### src/sv/assert_macros.svh
// Assertion macros used by the RTL file that checks its own logic.
`ifndef ASSERT_MACROS_SVH
`define ASSERT_MACROS_SVH

// Property that must hold at every clock edge outside of reset.
`define ASSERT_ALWAYS(label, prop, msg) \
  label: assert property (@(posedge clk) disable iff (rst) (prop)) else $error(msg);

// Implication checked at every clock edge outside of reset.
`define ASSERT_IMPLIES(label, ante, cons) \
  label: assert property (@(posedge clk) disable iff (rst) (ante) |-> (cons)) \
    else $error("implication failed");

// Implication whose consequent is checked in the cycle after the antecedent.
`define ASSERT_NEXT(label, ante, cons) \
  label: assert property (@(posedge clk) disable iff (rst) (ante) |=> (cons)) \
    else $error("next-cycle implication failed");

`endif

### src/sv/sfc_pkg.sv
// Types and constants of the servo status frame checker.
package sfc_pkg;

  localparam logic [1:0] OP_START  = 2'd0;
  localparam logic [1:0] OP_BYTE   = 2'd1;
  localparam logic [1:0] OP_EXPIRE = 2'd2;

  localparam logic [1:0] ST_OK       = 2'd0;
  localparam logic [1:0] ST_TIMEOUT  = 2'd1;
  localparam logic [1:0] ST_CHECKSUM = 2'd2;

  localparam logic KIND_PARAM  = 1'b0;
  localparam logic KIND_STATUS = 1'b1;

  localparam logic [7:0] HDR_BYTE = 8'hFF;
  localparam logic [8:0] FRAME_OVERHEAD = 9'd6;
  localparam logic [8:0] LEN_EXTRA = 9'd2;

  // Fixed positions of the frame fields, counted from the first header byte.
  localparam logic [8:0] POS_ID     = 9'd2;
  localparam logic [8:0] POS_LENGTH = 9'd3;
  localparam logic [8:0] POS_ERROR  = 9'd4;
  localparam logic [8:0] POS_PARAM0 = 9'd5;

  typedef struct packed {
    logic [1:0] operation;
    logic [7:0] expected_params;
    logic [7:0] rx_byte;
  } item_t;

  typedef struct packed {
    logic       kind;
    logic [7:0] param_byte;
    logic [7:0] param_index;
    logic [1:0] frame_status;
    logic [7:0] servo_id;
    logic [7:0] servo_error;
  } result_t;

  // Step request from the pipeline into the frame core.
  typedef struct packed {
    logic  en;
    item_t item;
  } step_t;

  // Answer of the frame core for the item being stepped.
  typedef struct packed {
    logic    fire;
    result_t res;
  } answer_t;

endpackage

### src/sv/sfc_in_if.sv
// Input channel of the frame checker: one command or received byte per beat.
interface sfc_in_if;
  logic       valid;
  logic       ready;
  logic [1:0] operation;
  logic [7:0] expected_params;
  logic [7:0] rx_byte;

  modport source (output valid, output operation, output expected_params,
                  output rx_byte, input ready);
  modport sink (input valid, input operation, input expected_params,
                input rx_byte, output ready);
endinterface

### src/sv/sfc_out_if.sv
// Output channel of the frame checker: a parameter byte or a final status per beat.
interface sfc_out_if;
  logic       valid;
  logic       ready;
  logic       kind;
  logic [7:0] param_byte;
  logic [7:0] param_index;
  logic [1:0] frame_status;
  logic [7:0] servo_id;
  logic [7:0] servo_error;

  modport source (output valid, output kind, output param_byte, output param_index,
                  output frame_status, output servo_id, output servo_error,
                  input ready);
  modport sink (input valid, input kind, input param_byte, input param_index,
                input frame_status, input servo_id, input servo_error,
                output ready);
endinterface

### src/sv/sfc_frame_core.sv
// Frame state and per-byte decision logic of the status frame checker.
module sfc_frame_core (
  input  logic             clk,
  input  logic             rst,
  input  sfc_pkg::step_t   step,
  output sfc_pkg::answer_t answer
);

  logic       active, active_next;
  logic [8:0] byte_position, byte_position_next;
  logic [7:0] expected_count, expected_count_next;
  logic [7:0] running_sum, running_sum_next;
  logic       header_good, header_good_next;
  logic       length_good, length_good_next;
  logic [7:0] held_id, held_id_next;
  logic [7:0] held_error, held_error_next;

  logic [8:0] last_position;
  logic [8:0] param_offset;
  logic [7:0] want_sum;

  assign last_position = {1'b0, expected_count} + sfc_pkg::FRAME_OVERHEAD - 9'd1;
  assign param_offset  = byte_position - sfc_pkg::POS_PARAM0;
  assign want_sum      = ~running_sum;

  always_comb begin
    active_next         = active;
    byte_position_next  = byte_position;
    expected_count_next = expected_count;
    running_sum_next    = running_sum;
    header_good_next    = header_good;
    length_good_next    = length_good;
    held_id_next        = held_id;
    held_error_next     = held_error;

    answer.fire             = 1'b0;
    answer.res.kind         = sfc_pkg::KIND_PARAM;
    answer.res.param_byte   = 8'd0;
    answer.res.param_index  = 8'd0;
    answer.res.frame_status = sfc_pkg::ST_OK;
    answer.res.servo_id     = held_id;
    answer.res.servo_error  = held_error;

    case (step.item.operation)
      sfc_pkg::OP_START: begin
        active_next         = 1'b1;
        byte_position_next  = 9'd0;
        expected_count_next = step.item.expected_params;
        running_sum_next    = 8'd0;
        header_good_next    = 1'b1;
        length_good_next    = 1'b1;
        held_id_next        = 8'd0;
        held_error_next     = 8'd0;
      end
      sfc_pkg::OP_EXPIRE: begin
        if (active) begin
          active_next             = 1'b0;
          answer.fire             = 1'b1;
          answer.res.kind         = sfc_pkg::KIND_STATUS;
          answer.res.frame_status = sfc_pkg::ST_TIMEOUT;
        end
      end
      sfc_pkg::OP_BYTE: begin
        if (active) begin
          byte_position_next = byte_position + 9'd1;
          if (byte_position < sfc_pkg::POS_ID) begin
            if (step.item.rx_byte != sfc_pkg::HDR_BYTE) begin
              header_good_next = 1'b0;
            end
          end else if (byte_position == last_position) begin
            active_next     = 1'b0;
            answer.fire     = 1'b1;
            answer.res.kind = sfc_pkg::KIND_STATUS;
            if (!header_good) begin
              answer.res.frame_status = sfc_pkg::ST_TIMEOUT;
            end else if (!length_good || want_sum != step.item.rx_byte) begin
              answer.res.frame_status = sfc_pkg::ST_CHECKSUM;
            end else begin
              answer.res.frame_status = sfc_pkg::ST_OK;
            end
          end else begin
            running_sum_next = running_sum + step.item.rx_byte;
            if (byte_position == sfc_pkg::POS_ID) begin
              held_id_next = step.item.rx_byte;
            end else if (byte_position == sfc_pkg::POS_LENGTH) begin
              length_good_next = ({1'b0, step.item.rx_byte} ==
                                  {1'b0, expected_count} + sfc_pkg::LEN_EXTRA);
            end else if (byte_position == sfc_pkg::POS_ERROR) begin
              held_error_next = step.item.rx_byte;
            end else begin
              answer.fire            = 1'b1;
              answer.res.kind        = sfc_pkg::KIND_PARAM;
              answer.res.param_byte  = step.item.rx_byte;
              answer.res.param_index = param_offset[7:0];
            end
          end
        end
      end
      default: begin
      end
    endcase

    if (!step.en) begin
      answer.fire = 1'b0;
    end
  end

  always_ff @(posedge clk) begin
    if (rst) begin
      active         <= 1'b0;
      byte_position  <= 9'd0;
      expected_count <= 8'd0;
      running_sum    <= 8'd0;
      header_good    <= 1'b1;
      length_good    <= 1'b1;
      held_id        <= 8'd0;
      held_error     <= 8'd0;
    end else if (step.en) begin
      active         <= active_next;
      byte_position  <= byte_position_next;
      expected_count <= expected_count_next;
      running_sum    <= running_sum_next;
      header_good    <= header_good_next;
      length_good    <= length_good_next;
      held_id        <= held_id_next;
      held_error     <= held_error_next;
    end
  end

endmodule

### src/sv/servo_status_frame_checker_unit.sv
// Top level of the servo status frame checker: input register, frame core, result register.
//
// Usage. The items channel carries one beat per command or received byte:
// operation 0 arms the checker with expected_params parameter bytes, operation 1
// delivers a received byte in rx_byte, and operation 2 reports that the read
// window has expired. The results channel carries a parameter byte (kind 0)
// for each parameter of the frame and one final status (kind 1) at the
// checksum byte or on expiry of an unfinished frame.
// Path: an accepted input beat is registered in the input register, and its result
// in the result register. Throughput: one input beat per cycle while results are
// taken; the core updates the frame state once for each stepped beat.
// Reset clears the pipeline and leaves the checker idle, so bytes and expiry
// beats are ignored until a start beat arrives.
// Stall: when the receiver holds ready low while a result waits, the result
// register and the input register both hold, and items.ready drops only once
// the input register is also full; no beat is lost or repeated.
`include "assert_macros.svh"

module servo_status_frame_checker_unit (
  input logic     clk,
  input logic     rst,
  sfc_in_if.sink  items,
  sfc_out_if.source results
);

  // Input register.
  logic            s1_valid;
  sfc_pkg::item_t  s1_item;

  // Result register.
  logic              res_valid;
  sfc_pkg::result_t  res_data;

  // The core steps whenever the result register can take its answer.
  logic              advance;
  sfc_pkg::step_t    step;
  sfc_pkg::answer_t  answer;

  assign advance     = !res_valid || results.ready;
  assign items.ready = !s1_valid || advance;

  assign step.en   = s1_valid && advance;
  assign step.item = s1_item;

  sfc_frame_core u_core (
    .clk    (clk),
    .rst    (rst),
    .step   (step),
    .answer (answer)
  );

  always_ff @(posedge clk) begin
    if (rst) begin
      s1_valid <= 1'b0;
    end else if (items.ready) begin
      s1_valid <= items.valid;
    end
  end

  always_ff @(posedge clk) begin
    if (items.ready) begin
      s1_item.operation       <= items.operation;
      s1_item.expected_params <= items.expected_params;
      s1_item.rx_byte         <= items.rx_byte;
    end
  end

  always_ff @(posedge clk) begin
    if (rst) begin
      res_valid <= 1'b0;
    end else if (advance) begin
      res_valid <= answer.fire;
    end
  end

  always_ff @(posedge clk) begin
    if (advance) begin
      res_data <= answer.res;
    end
  end

  assign results.valid        = res_valid;
  assign results.kind         = res_data.kind;
  assign results.param_byte   = res_data.param_byte;
  assign results.param_index  = res_data.param_index;
  assign results.frame_status = res_data.frame_status;
  assign results.servo_id     = res_data.servo_id;
  assign results.servo_error  = res_data.servo_error;

  // An item waiting in the input register while the output is stalled stays put.
  `ASSERT_NEXT(a_s1_hold, s1_valid && !advance, s1_valid && $stable(s1_item))
  // A new result can only come from an item that sat in the input register.
  `ASSERT_IMPLIES(a_res_source, $rose(res_valid), $past(s1_valid))
  // Parameter beats never carry a frame status.
  `ASSERT_ALWAYS(a_param_status,
    !(res_valid && res_data.kind == sfc_pkg::KIND_PARAM) ||
    res_data.frame_status == sfc_pkg::ST_OK, "parameter beat with a status")

endmodule
### src/flat_wrapper.sv
// flat-port wrapper written by rule: the top's interface ports become plain ports
module servo_status_frame_checker_unit_flat 
  (clk, rst, items_valid, items_operation, items_expected_params, items_rx_byte, items_ready, results_valid, results_kind, results_param_byte, results_param_index, results_frame_status, results_servo_id, results_servo_error, results_ready);
  sfc_in_if items_i ();
  sfc_out_if results_i ();
  input logic clk;
  input logic rst;
  input wire logic [$bits(items_i.valid)-1:0] items_valid;
  input wire logic [$bits(items_i.operation)-1:0] items_operation;
  input wire logic [$bits(items_i.expected_params)-1:0] items_expected_params;
  input wire logic [$bits(items_i.rx_byte)-1:0] items_rx_byte;
  output wire logic [$bits(items_i.ready)-1:0] items_ready;
  output wire logic [$bits(results_i.valid)-1:0] results_valid;
  output wire logic [$bits(results_i.kind)-1:0] results_kind;
  output wire logic [$bits(results_i.param_byte)-1:0] results_param_byte;
  output wire logic [$bits(results_i.param_index)-1:0] results_param_index;
  output wire logic [$bits(results_i.frame_status)-1:0] results_frame_status;
  output wire logic [$bits(results_i.servo_id)-1:0] results_servo_id;
  output wire logic [$bits(results_i.servo_error)-1:0] results_servo_error;
  input wire logic [$bits(results_i.ready)-1:0] results_ready;
  assign items_i.valid = items_valid;
  assign items_i.operation = items_operation;
  assign items_i.expected_params = items_expected_params;
  assign items_i.rx_byte = items_rx_byte;
  assign items_ready = items_i.ready;
  assign results_valid = results_i.valid;
  assign results_kind = results_i.kind;
  assign results_param_byte = results_i.param_byte;
  assign results_param_index = results_i.param_index;
  assign results_frame_status = results_i.frame_status;
  assign results_servo_id = results_i.servo_id;
  assign results_servo_error = results_i.servo_error;
  assign results_i.ready = results_ready;
  servo_status_frame_checker_unit u_core (.clk(clk), .rst(rst), .items(items_i), .results(results_i));
endmodule
### config.mk
export PLATFORM = sky130hd
export DESIGN_NAME = servo_status_frame_checker_unit_flat
export DESIGN_NICKNAME = d
export VERILOG_FILES = /design/src/sv/sfc_pkg.sv /design/src/sv/sfc_in_if.sv /design/src/sv/sfc_out_if.sv /design/src/sv/sfc_frame_core.sv /design/src/sv/servo_status_frame_checker_unit.sv /design/src/flat_wrapper.sv
export VERILOG_INCLUDE_DIRS = /design/src /design/src/sv
export SDC_FILE = /design/constraint.sdc
export NUM_CORES = 1
export LEC_CHECK = 0
export BUFFER_PORTS_ARGS = -buffer_cell sky130_fd_sc_hd__buf_4
export CAP_MARGIN = 10
export CORE_ASPECT_RATIO = 0.6
export CORE_MARGIN = 3
export CORE_UTILIZATION = 58
export DETAILED_ROUTE_END_ITERATION = 10
export PLACE_DENSITY = 0.79
export SLEW_MARGIN = 25
export SYNTH_ARGS = -nofsm -noshare
export SYNTH_HDL_FRONTEND = slang
export SYNTH_SLANG_ARGS = --single-unit
### constraint.sdc
create_clock -name clk -period 3.45 [get_ports clk]
set_input_delay 0.345 -clock clk [delete_from_list [all_inputs] [get_ports clk]]
set_output_delay 0.345 -clock clk [all_outputs]
set_load 0.005 [all_outputs]
# ---- Word level (Yosys, flattened, before mapping)
# Cells that the tools add are included.
dict set report word_totals {
  regBits 99
  input_bits 22
}
dict set report op_classes {
  add_sub_neg 6
  magnitude_cmp 1
  eq_ne 19
  mux 47
  n_bitwise 3
  reduce_logical 19
}
# cell n
set op_table {}
lappend op_table {{8-bit 2-to-1 mux} 13}
lappend op_table {{18-bit 2-to-1 mux} 3}
lappend op_table {{8-bit case mux with 2 select lines} 3}
lappend op_table {{20-bit 2-to-1 mux} 2}
lappend op_table {{2-bit != test (second input constant)} 10}
lappend op_table {{9-bit by 2-bit equality test with 1-bit output (second input constant)} 2}
lappend op_table {{9-bit case mux with 2 select lines} 1}
lappend op_table {{16-bit 2-to-1 mux} 1}
lappend op_table {{1-bit 2-to-1 mux} 13}
lappend op_table {{2-bit 2-to-1 mux} 5}
lappend op_table {{5-bit AND reduction} 2}
lappend op_table {{8-bit by 2-bit adder with 9-bit output (second input constant)} 1}
lappend op_table {{8-bit by 3-bit adder with 9-bit output (second input constant)} 1}
lappend op_table {{9-bit by 1-bit adder with 9-bit output (second input constant)} 1}
lappend op_table {{8-bit by 9-bit equality test with 1-bit output} 1}
lappend op_table {{9-bit by 3-bit equality test with 1-bit output (second input constant)} 1}
lappend op_table {{9-bit equality test} 1}
lappend op_table {{9-bit by 2-bit < comparator with 1-bit output (second input constant)} 1}
lappend op_table {{9-bit 2-to-1 mux} 1}
lappend op_table {{9-bit by 1-bit subtractor with 9-bit output (second input constant)} 1}
lappend op_table {{8-bit adder} 1}
lappend op_table {{8-bit != test} 1}
lappend op_table {{8-bit != test (second input constant)} 1}
lappend op_table {{8-bit inverter} 1}
lappend op_table {{19 further kinds} 27}

# ---- Depth between registers and ports, before layout
dict set report logic_depth {
  word_depth 10
  depth_mapped 11
  depth_no_buf 8
}

# ---- Hierarchy
# From an unflattened synthesis, not the netlist that was laid out.
dict set report hier_totals {
  hier_cells 433
  area_unflattened_um2 4645.7
}
# mod n_inst cells_per_inst area_each_um2
set modules_own_cells {}
lappend modules_own_cells {sfc_frame_core 1 371 2976.6}
lappend modules_own_cells {servo_status_frame_checker_unit 1 62 1669.1}

# ---- Worst setup path before layout
# OpenSTA, ideal clock, no wires.
dict set report synth_path {
  kind {register -> register}
  start {register u_core.res_valid (netlist: u_core.results.valid)}
  end {register u_core.u_core.length_good}
  setup_ns 0.127
  arrival_ns 2.831
  t_required_ns 3.323
  slack_ns 0.491
  stages_incl_launch_ff 9
  n_path_buf 1
  synth_period_minus_slack_ns 2.959
  cell_sequence {dfxtp_1 > nor2b_1 > clkinv_1 > nand3_1 > clkbuf_1 > o22ai_1 > and4b_1 > o2111ai_1 > or3b_1}
}
dict set report synth_between {
  elab_chain_cells 4
}
# element line
set synth_lines {}
lappend synth_lines {{from (decl)} servo_status_frame_checker_unit.sv:31} ;# logic res_valid;
lappend synth_lines {{from (signal assigned)} servo_status_frame_checker_unit.sv:72} ;# res_valid <= answer.fire;
lappend synth_lines {{1-bit zero test} servo_status_frame_checker_unit.sv:39} ;# assign advance = !res_valid || results.ready;
lappend synth_lines {{1-bit logical OR} servo_status_frame_checker_unit.sv:39}
lappend synth_lines {{1-bit logical AND} servo_status_frame_checker_unit.sv:42} ;# assign step.en = s1_valid && advance;
lappend synth_lines {{7-bit AND reduction (no line)} -}
lappend synth_lines {{to (signal assigned)} sfc_frame_core.sv:124} ;# length_good <= length_good_next;
lappend synth_lines {{to (decl)} sfc_frame_core.sv:14} ;# logic length_good, length_good_next;
# No other way between the ends.
# A chain may end at the register's enable or synchronous reset.

==> results.py <==
metrics = {
    "power": {
        "p_per_area_nw_per_um2": 426,
        "leakagePower_uw": 0.00237,
        "p_total_uw": 2360,
        "ir_drop_uv": 390,
    },
    "sta": {
        "min_period_ps": 2940,
        "maxSlewViolCount": 0,
        "worstMarginPinSlew_ps": 735,
        "setup_viol": 0,
        "slew_headroom_pct": 50.9,
        "setup_tns_ps": 0,
        "rsz0062_at_grt": "false",
        "finalHoldViolCount": 0,
        "skew_ps": 8.93,
        "fmax_ghz": 0.341,
        "min_period_over_period_pct": 85.1,
    },
    "place": {
        "dpl.hpwl_um": 7420,
        "io_buffers": 58,
        "dp.cells": 585,
        "place_congestion": 0.925,
        "place_area_um2": 5250,
    },
    "route": {
        "first_iter_violations": 266,
        "route.detailed.drc": 0,
        "vias": 3503,
        "first_pass_iters": 5,
        "wl_per_cell_um": 17.1,
        "via_per_inst": 5.83,
        "drt-total-wl_um": 10300,
        "ant_nets": 0,
    },
    "clock_network": {
        "cts_sinks": 99,
        "ctsHoldBuffers": 0,
        "cts_root_buf": "clkbuf_16",
        "htreeDepth": 3,
        "post_cts_buffers": 0,
        "cts_tree": "built",
        "cts_resized": 0,
        "cts_made_buffers": 9,
        "path_clk_slew_ps": 70,
        "insertion_delay_ps": 350,
        "cts_buffer_depth": 2,
    },
    "setup_path": {
        "reg2reg_from": "u_core.u_core.expected_count[2]",
        "critPathArrivalTime_ps": 3100,
        "path_class": "reg -> reg",
        "rr_endpoint": "u_core.results.frame_status[0]",
        "end_kind": "flip-flop",
        "cp_max_fo": 15,
        "critPathRequiredTime_ps": 3610,
        "cp-endpoint": "u_core.results.frame_status[0]",
        "r2r_slack_ps": 510,
        "cp-startpoint": "u_core.u_core.expected_count[2]",
        "critPathLaunchType": "flip-flop",
        "reg2reg_depth": 9,
    },
    "die": {
        "fp-row-count": 24,
        "dieArea_um2": 9330,
        "core_area_um2": 7600,
        "start_util_pct": 62.4,
        "die_width_um": 123,
        "ios": 59,
        "die_y_um": 76.0,
    },
    "synthesis": {
        "ys.warnings.count": 0,
        "synth_seq_cells": 99,
        "synth-simple-area-share_pct": 15.8,
        "synth-edff-count": 53,
        "synth_fa_ha_area_share_pct": 5.17,
        "ys_top_cells_by_area": "edfxtp_1 34%, dfxtp_1 19%, ha_1 4.8%",
        "synth_xor_area_share_pct": 6.10,
        "synth_top_family_by_area": "simple AND/OR/NAND/NOR gates",
        "synth_compound_area_share_pct": 12.4,
        "yosysTopAreaCell": "edfxtp_1",
        "synth_mux_area_share_pct": 3.59,
        "synth_fp_nets": 482,
        "synthCells": 441,
        "syn-cell-area_um2": 4740,
        "yosys-top-cells-count": "53 x edfxtp_1, 46 x dfxtp_1, 40 x nor2_1",
        "synth_cell_types": 59,
        "ys.flop_type": "edfxtp_1",
        "synth.most_common_cell": "edfxtp_1",
        "syn_avg_cell_area_um2": 10.8,
        "synth_top_area_share_pct": 33.6,
        "async_flop_share_pct": 0,
        "ys_seq_area_share_pct": 53.0,
    },
    "cells_and_area": {
        "fin_util_pct": 73.1,
        "fillCellCount": 555,
        "fin_cells": 601,
        "drive_above_1_share_pct": 18.1,
        "area_delta_synth_final_pct": 17.1,
        "fin_area_um2": 5550,
        "antenna_cells": 0,
        "nets": 533,
    },
    "min_path": {
        "hp-class": "in -> reg",
        "hold_depth": 1,
    },
    "run": {
        "drv_cap": 0,
    },
    "grt": {
        "grt_max_degree": 38,
        "grt_pass1_vias": 3178,
        "grt_overflow": 0,
        "antenna_found_initial": 0,
        "grt_first_pass_wirelength_um": 16400,
        "grtUsageTotal_pct": 22.9,
    },
    "run_status": {
        "status": "completed",
    },
}
==> worst max-delay path: stages, from the launching register on <==
cell      delay (ps)
dfxtp_1          630
inv_1             90
ha_1             230
a21o_1           230
a311oi_1         280
o311a_1          230
o32ai_2          110
buf_4            190
or2_2            390
o41ai_1          360
==> flip-flops by register name, indices dropped and copies added (netlist names), 8 cells and up <==
register                      cells
u_core.results.servo_id           8
u_core.s1_item                   18
u_core.results.param_index        8
u_core.u_core.held_id             8
u_core.u_core.byte_position       9
u_core.results.servo_error        8
u_core.results.param_byte         8
u_core.u_core.running_sum         8
u_core.u_core.expected_count      8
u_core.u_core.held_error          8
==> power by group <==
group | internal [µW] | switching (µW) | total (µW) | leakage [µW]
logic | 50.3 | 54.7 | 105 | 0.00123
registers | 1250 | 25.9 | 1270 | 0.000993
clock network | 515 | 471 | 986 | 0.000149
==> worst min path at each step <==
| stage | from | end | slack, ps |
|---|---|---|---|
| 3_5_place_dp | u_core.u_core.held_id[3] | u_core.results.servo_id[3] | 420 |
| 3_3_place_gp | u_core.u_core.held_id[3] | u_core.results.servo_id[3] | 410 |
| 5_1_grt | items_expected_params[4] | u_core.s1_item[12] | 160 |
| 6_report | items_expected_params[2] | u_core.s1_item[10] | 170 |
| 2_1_floorplan | u_core.u_core.held_error[7] | u_core.results.servo_error[7] | 410 |
| 4_1_cts | items_expected_params[7] | u_core.s1_item[15] | 160 |
==> routing by layer <==
layer	vias up	part of all wire [%]	global-route usage (%)
met5	-	0	0
met4	0	1.6	8.27
met3	15	7.3	5.12
met2	137	41	30.0
met1	1654	50	36.5
li1	1697	-	-
==> cell usage in the layout, fill, tap and decap left out, types with 7 or more instances in the layout <==
cell	count
nand2_1	39
nor3_1	11
dfxtp_1	46
inv_1	22
buf_4	64
nand4_1	9
clkbuf_16	9
edfxtp_1	53
nor2_1	40
a32o_1	7
o21ai_0	8
mux2i_1	17
nor2b_1	9
ha_1	18
xnor2_1	20
xor2_1	13
a21oi_1	15
==> per-stage QoR <==
stage                     hold slack [ps]  setup WS [ps]
after CTS                             158            559
after global routing                  157            409
after floorplan                       408            491
final                                 168            514
after global placement                411            683
after detailed placement              417            568
==> cells by family (layout without fill, tap and decap cells) <==
| group | after synthesis | after routing |
|---|---|---|
| compound gates | 79 | 79 |
| xor+xnor | 33 | 33 |
| fa+ha+maj | 19 | 19 |
| buf+inv | 47 | 103 |
| flops | 99 | 99 |
| mux | 17 | 17 |
| simple gates | 147 | 147 |
==> area by class of cell <==
class | instances | area (µm²) | area share, %
inverter | 23 | 86.3 | 1.56
clock buffer | 9 | 225 | 4.06
timing repair buffer | 64 | 480 | 8.66
sequential | 99 | 2510 | 45.3
clock inverter | 7 | 76.3 | 1.38
multi-input combinational | 295 | 2040 | 36.7
tap | 104 | 130 | 2.34
Note: power is estimated with default switching activity, not from simulation.
